===== src/rtl/tsq_pkg.sv =====
// Shared types, constants and tables for the three-voice tone sequencer.
// Used by every module of the block; depends on nothing else.
`default_nettype none

package tsq_pkg;

   // Step queue geometry. The counters carry one extra bit so that full
   // and empty are told apart.
   localparam int QUEUE_DEPTH = 256;
   localparam int ADDR_W      = $clog2(QUEUE_DEPTH);
   localparam int CNT_W       = ADDR_W + 1;

   localparam int VOICES   = 3;
   localparam int VIDX_W   = 2;
   localparam int FREQ_W   = 19;
   localparam int LEVEL_W  = 4;
   localparam int DUR_W    = 16;
   localparam int AMP_W    = 14;
   localparam int PHASE_W  = 32;
   localparam int SAMPLE_W = 16;
   localparam int QSTEP_W  = 9;

   localparam int TICKS_PER_MSEC = 48;
   localparam int TICK_RATE_HZ   = TICKS_PER_MSEC * 1000;
   localparam int HALF_RATE      = TICK_RATE_HZ / 2;
   localparam int REM_W          = DUR_W + $clog2(TICKS_PER_MSEC + 1);

   // Increment = round(f * 2^PHASE_FRAC / TICK_RATE_HZ). The quotient is
   // first estimated with a truncated reciprocal, then corrected.
   localparam int PHASE_FRAC  = 28;
   localparam int RECIP_SHIFT = FREQ_W;
   localparam int MUL_W       = 32;
   localparam int ALU_W       = 2 * MUL_W;
   localparam logic [MUL_W-1:0] RECIP =
      MUL_W'((64'd1 << (PHASE_FRAC + RECIP_SHIFT)) / 64'(TICK_RATE_HZ));

   // The mix of three voices fits in one bit more than a sample.
   localparam int SUM_W = SAMPLE_W + 1;

   // Amplitude = round(32767 * level / 45).
   localparam logic [AMP_W-1:0] AMP_TABLE [16] = '{
      14'd0,    14'd728,  14'd1456, 14'd2184, 14'd2913, 14'd3641,
      14'd4369, 14'd5097, 14'd5825, 14'd6553, 14'd7282, 14'd8010,
      14'd8738, 14'd9466, 14'd10194, 14'd10922
   };

   // Request codes.
   localparam logic [1:0] REQ_ENQUEUE = 2'd0;
   localparam logic [1:0] REQ_STOP    = 2'd1;
   localparam logic [1:0] REQ_TICK    = 2'd2;

   // Shared arithmetic unit operations.
   localparam logic [1:0] ALU_ADD = 2'd0;
   localparam logic [1:0] ALU_SUB = 2'd1;
   localparam logic [1:0] ALU_MUL = 2'd2;

   typedef struct packed {
      logic [1:0]         req_type;
      logic [FREQ_W-1:0]  voice0_frequency;
      logic [FREQ_W-1:0]  voice1_frequency;
      logic [FREQ_W-1:0]  voice2_frequency;
      logic [LEVEL_W-1:0] voice0_level;
      logic [LEVEL_W-1:0] voice1_level;
      logic [LEVEL_W-1:0] voice2_level;
      logic [DUR_W-1:0]   step_length;
   } tone_req_type;

   typedef struct packed {
      logic signed [SAMPLE_W-1:0] sample_value;
      logic                       step_accepted;
      logic                       is_playing;
      logic [QSTEP_W-1:0]         queued_steps;
   } tone_rsp_type;

   typedef struct packed {
      logic [VOICES-1:0][FREQ_W-1:0]  freq;
      logic [VOICES-1:0][LEVEL_W-1:0] level;
      logic [DUR_W-1:0]               duration;
   } step_entry_type;

   typedef struct packed {
      logic [1:0]       op;
      logic [ALU_W-1:0] a;
      logic [ALU_W-1:0] b;
   } alu_cmd_type;

endpackage

`default_nettype wire


===== src/rtl/tsq_alu.sv =====
// Shared arithmetic unit: one multiplier and one adder/subtractor with a
// registered result. Depends on tsq_pkg for the command struct and codes.
`default_nettype none

module tsq_alu
   import tsq_pkg::*;
(
   input  wire logic        clock,
   input  wire alu_cmd_type cmd,
   output logic [ALU_W-1:0] res
);

   logic [ALU_W-1:0] res_ff;
   logic [ALU_W-1:0] res_in;
   logic [MUL_W-1:0] mul_a;
   logic [MUL_W-1:0] mul_b;

   assign mul_a = cmd.a[MUL_W-1:0];
   assign mul_b = cmd.b[MUL_W-1:0];

   always_comb begin
      unique case (cmd.op)
         ALU_ADD: res_in = cmd.a + cmd.b;
         ALU_SUB: res_in = cmd.a - cmd.b;
         ALU_MUL: res_in = ALU_W'(mul_a) * ALU_W'(mul_b);
         default: res_in = cmd.a;
      endcase
   end

   always_ff @(posedge clock) begin
      res_ff <= res_in;
   end

   assign res = res_ff;

endmodule

`default_nettype wire


===== config.mk =====
export PLATFORM = sky130hd
export DESIGN_NAME = tsq_alu
export DESIGN_NICKNAME = d
export VERILOG_FILES = /design/src/rtl/tsq_pkg.sv /design/src/rtl/tsq_alu.sv
export SDC_FILE = /design/constraint.sdc
export NUM_CORES = 2
export LEC_CHECK = 0
export BUFFER_PORTS_ARGS = -buffer_cell sky130_fd_sc_hd__clkbuf_2
export CORE_UTILIZATION = 63
export CTS_BUF_LIST = sky130_fd_sc_hd__clkbuf_2 sky130_fd_sc_hd__clkbuf_4 sky130_fd_sc_hd__clkbuf_8
export CTS_CLUSTER_SIZE = 16
export DETAILED_ROUTE_END_ITERATION = 10
export PLACE_DENSITY = 0.9
export SYNTH_ARGS = -nofsm -noshare
export SYNTH_HDL_FRONTEND = slang
export SYNTH_SLANG_ARGS = --single-unit

===== constraint.sdc =====
create_clock -name clock -period 17.2 [get_ports clock]
set_input_delay 1.72 -clock clock [delete_from_list [all_inputs] [get_ports clock]]
set_output_delay 1.72 -clock clock [all_outputs]
set_load 0.005 [all_outputs]

* Yosys cells after proc, flatten, opt, wreduce, memory -nomap -nowiden
Index checks and enable logic that the tools add are counted.
Storage, ports and cells: register bits 64, bits of input ports 131, output and inout port bits 64, logic and storage cells 8
Operators by class: add/sub/neg operators 2, multipliers 1, eq/ne operators 2, multiplexer cells 1, reductions and logical operators 1
Operators with widths (number):
- one-hot mux 64 bit (3 select lines) | 1
- adder 64 bit | 1
- multiplier 32 x 32 -> 64 bit | 1
- subtractor 64 bit | 1
- equality test 2 x 1 -> 1 bit, second input constant | 1
- equality test 2 bit, second input constant | 1
- logical NOT 2 bit | 1

* Depth between registers and ports, before layout
word-level depth 2, depth in mapped cells 30, depth with buffers taken out 27

* Least setup slack after synthesis
OpenSTA, ideal clock, no wires.
path kind input port to flip-flop, from in cmd[6] (netlist name), to reg res_ff[56], in the netlist res[56], library setup time 114 ps, data arrival time 8992 ps, data required time 17086 ps, setup slack 8094 ps, stages 28, path buffers 3, cell sequence clkbuf_1 > clkbuf_1 > and2_1 > fa_1 > fa_1 > fa_1 > inv_1 > fa_1 > inv_1 > fa_1 > inv_1 > fa_1 > inv_1 > fa_1 > fa_1 > ha_1 > clkbuf_1 > nand2_1 > o21ai_0 > o211ai_1 > a211oi_1 > a41oi_1 > o21ai_0 > o21ai_0 > o311ai_0 > xnor2_1 > o21ai_0 > a21o_1
Between the ends: cells in the longest elaborated chain, start to end 2, elaborated cells between the ends (all ways) 4, classes of those cells add/sub (2); mul (1); mux (1)
RTL lines:
- start: declaration | line tsq_alu.sv:9 | input wire alu_cmd_type cmd,
- multiplier 32 x 32 -> 64 bit, or another cell as far along | line tsq_alu.sv:25 | ALU_MUL: res_in = ALU_W'(mul_a) * ALU_W'(mul_b);
- one-hot mux 64 bit (3 select lines) (*) | line tsq_alu.sv:22 | unique case (cmd.op)
- named net res_in[56] | line tsq_alu.sv:14 | logic [ALU_W-1:0] res_in;
- end signal: assignment | line tsq_alu.sv:31 | res_ff <= res_in;
- end: declaration | line tsq_alu.sv:13 | logic [ALU_W-1:0] res_ff;
Mark *: on every way through the listed nets, which the timed path passes. The rest lies on a longest branch.

* Worst setup path after layout
from in cmd[75] (netlist name), to reg res_ff[61], in the netlist res[61]
The elaborated chain is that of the path after synthesis.

==> results_dict.tcl <==
set metrics [dict create \
    status "complete, no violations" \
    synth_cell_types 82 \
    maxCapViolCount 0 \
    largest_register_ff_count 64 \
    rows 92 \
    num_vias 33592 \
    ctsHoldBuffers 0 \
    cts_made_buffers 9 \
    post-dp-hpwl_um 90900 \
    drt_iter0_markers 2991 \
    wl_um 118000 \
    synthFlopType "dfxtp_1" \
    wire_per_inst_um 21.2 \
    max-clock-path-buffers 2 \
    critical-path-max-stage-delay_ns 0.76 \
    htreeDepth 3 \
    die-width_um 256 \
    synth_top_area_frac 0.441 \
    cts-root-buf "clkbuf_8" \
    tightest_slew_ns 1.21 \
    drive_gt1_frac 0.0573 \
    hold_depth 3 \
    grt_pass1_wl_um 191000 \
    drv_slew 0 \
    min_period_ns 9.98 \
    core_area_mm2 0.0634 \
    fmax_ghz 0.100 \
    overflow 0 \
    syn_area_mm2 0.0407 \
    cp_max_fo 34 \
    synth-seq-cells 64 \
    drt_first_pass_iters 6 \
    arrival_ns 10.23 \
    synth_edf_count 0 \
    path_class "in2reg" \
    yosysMostFrequentCell "fa_1" \
    cp-end-kind "flip-flop" \
    place_congestion 1.01 \
    antenna_found_initial 4 \
    hold_viol 0 \
    post-cts-setup-buffers 0 \
    ys_warn_count 0 \
    start_util 0.642 \
    grt_pass1_vias 36824 \
    fin_setup_tns_ns 0 \
    min_to "res[59]$_DFF_P_" \
    clock-sinks 64 \
    grtUsageTotal 0.369 \
    synth_area_leaders "fa_1, ha_1, and2_1" \
    io_buffers 194 \
    seq_area_frac_synth 0.0315 \
    die-area_mm2 0.0657 \
    async_reset_ff_frac 0 \
    synthTopCellsByCount "fa_1, inv_1, nand2_1, and2_1, ha_1" \
    grt_max_degree 101 \
    netlist_instances 4742 \
    cp_slowest_cell "clkbuf_2" \
    rsz0062_at_grt "no" \
    cts.repair.resized 0 \
    die_y_um 256 \
    area_delta_synth_final_pct 3.44 \
    worstSetupStartpointType "input port" \
    critical_path_required_ns 17.45 \
    ios 195 \
    syn_nets 6098 \
    cts_tree "done" \
    crit_top_cell "fa_1" \
    drcViolationCount 0 \
    synth_top_area_cell "fa_1" \
    setup_viol 0 \
    min_from "cmd[123]" \
    hp-class "in2reg" \
    nNetsFinal 6049 \
    period_share 0.580 \
    vias_per_cell 6.06 \
    synth_area_per_cell_um2 8.59 \
    slew_headroom 0.171 \
    path_clk_slew_ns 0.08 \
    drtAntennaViolNets 0 \
]
==> cells in the final DEF (no fill, tap or decap), types with 14 or more instances in the layout <==
master      n
nand2_1   606
nor3_1     29
nand2b_1   20
o211ai_1   17
xor2_1     78
nand3_1    22
nor2_1    112
buf_4      39
fa_1      897
and2_1    594
o21ai_0   164
xnor2_1   107
nand4_1    34
and3_1     14
inv_1     889
a21oi_1   189
o31ai_1    21
clkbuf_2  192
dfxtp_1    64
ha_1      328
a21o_1     69
a31oi_1    18
o21bai_1   26
==> critical path, delay by kind of cell <==
kind | cells | cell delay (ns)
adder cells (fa/ha/maj) | 9 | 4.30
AO/OA/AOI/OAI | 9 | 2.64
buffers and inverters | 5 | 0.99
AND/OR/NAND/NOR | 1 | 0.27
XOR/XNOR | 1 | 0.17
multiplexers | 1 | 0.13
==> per-layer routing <==
layer	wire (µm)	global-route usage	vias up
li1	-	-	14307
met1	41100	0.447	16642
met2	57000	0.615	2118
met3	12000	0.0704	523
met4	7550	0.214	2
met5	12	0	-
==> logic make-up (layout without fill, tap and decap cells) <==
kind of cell	count (synthesis)	after routing	synth area share
simple gates	1484	1484	0.186
fa+ha+maj	1225	1225	0.542
buf+inv	1180	1135	0.109
compound gates	590	590	0.0889
xor+xnor	185	185	0.0398
flops	64	64	0.0315
mux	14	14	0.00347
other cells	0	1	0
==> stage by stage <==
stage	cells	instance area [µm²]	hold slack [ns]	utilization	setup WS, ns
6_report	5544	42100	1.59	0.664	7.22
5_1_grt	5544	42100	1.61	0.664	6.76
4_1_cts	5543	42100	1.59	0.664	7.37
3_5_place_dp	5528	41900	1.98	0.661	7.05
3_3_place_gp	5528	41900	1.98	0.661	7.18
2_1_floorplan	4742	40700	1.84	-	8.09
==> worst max-delay path by stage <==
stage / start / endpoint / slack, ns
2_1_floorplan: cmd[6] / res[56]$_DFF_P_ / 8.09
3_3_place_gp: cmd[75] / res[56]$_DFF_P_ / 7.18
3_5_place_dp: cmd[75] / res[56]$_DFF_P_ / 7.05
4_1_cts: cmd[75] / res[56]$_DFF_P_ / 7.37
5_1_grt: cmd[72] / res[56]$_DFF_P_ / 6.76
6_report: cmd[75] / res[61]$_DFF_P_ / 7.22
==> cell type report <==
type                            count  area, µm²
Tap cell                          846       1060
Clock inverter                      5       57.6
Antenna cell                        1       2.50
Inverter                          889       3340
Clock buffer                       10        138
Multi-Input combinational cell   3498      35000
Timing Repair Buffer              231       1250
Sequential cell                    64       1280
Fill cell                        4871      21300
Power is left out: the tool's default activity adds up to more than one toggle a clock period on the data nets, which glitch-free logic cannot reach.
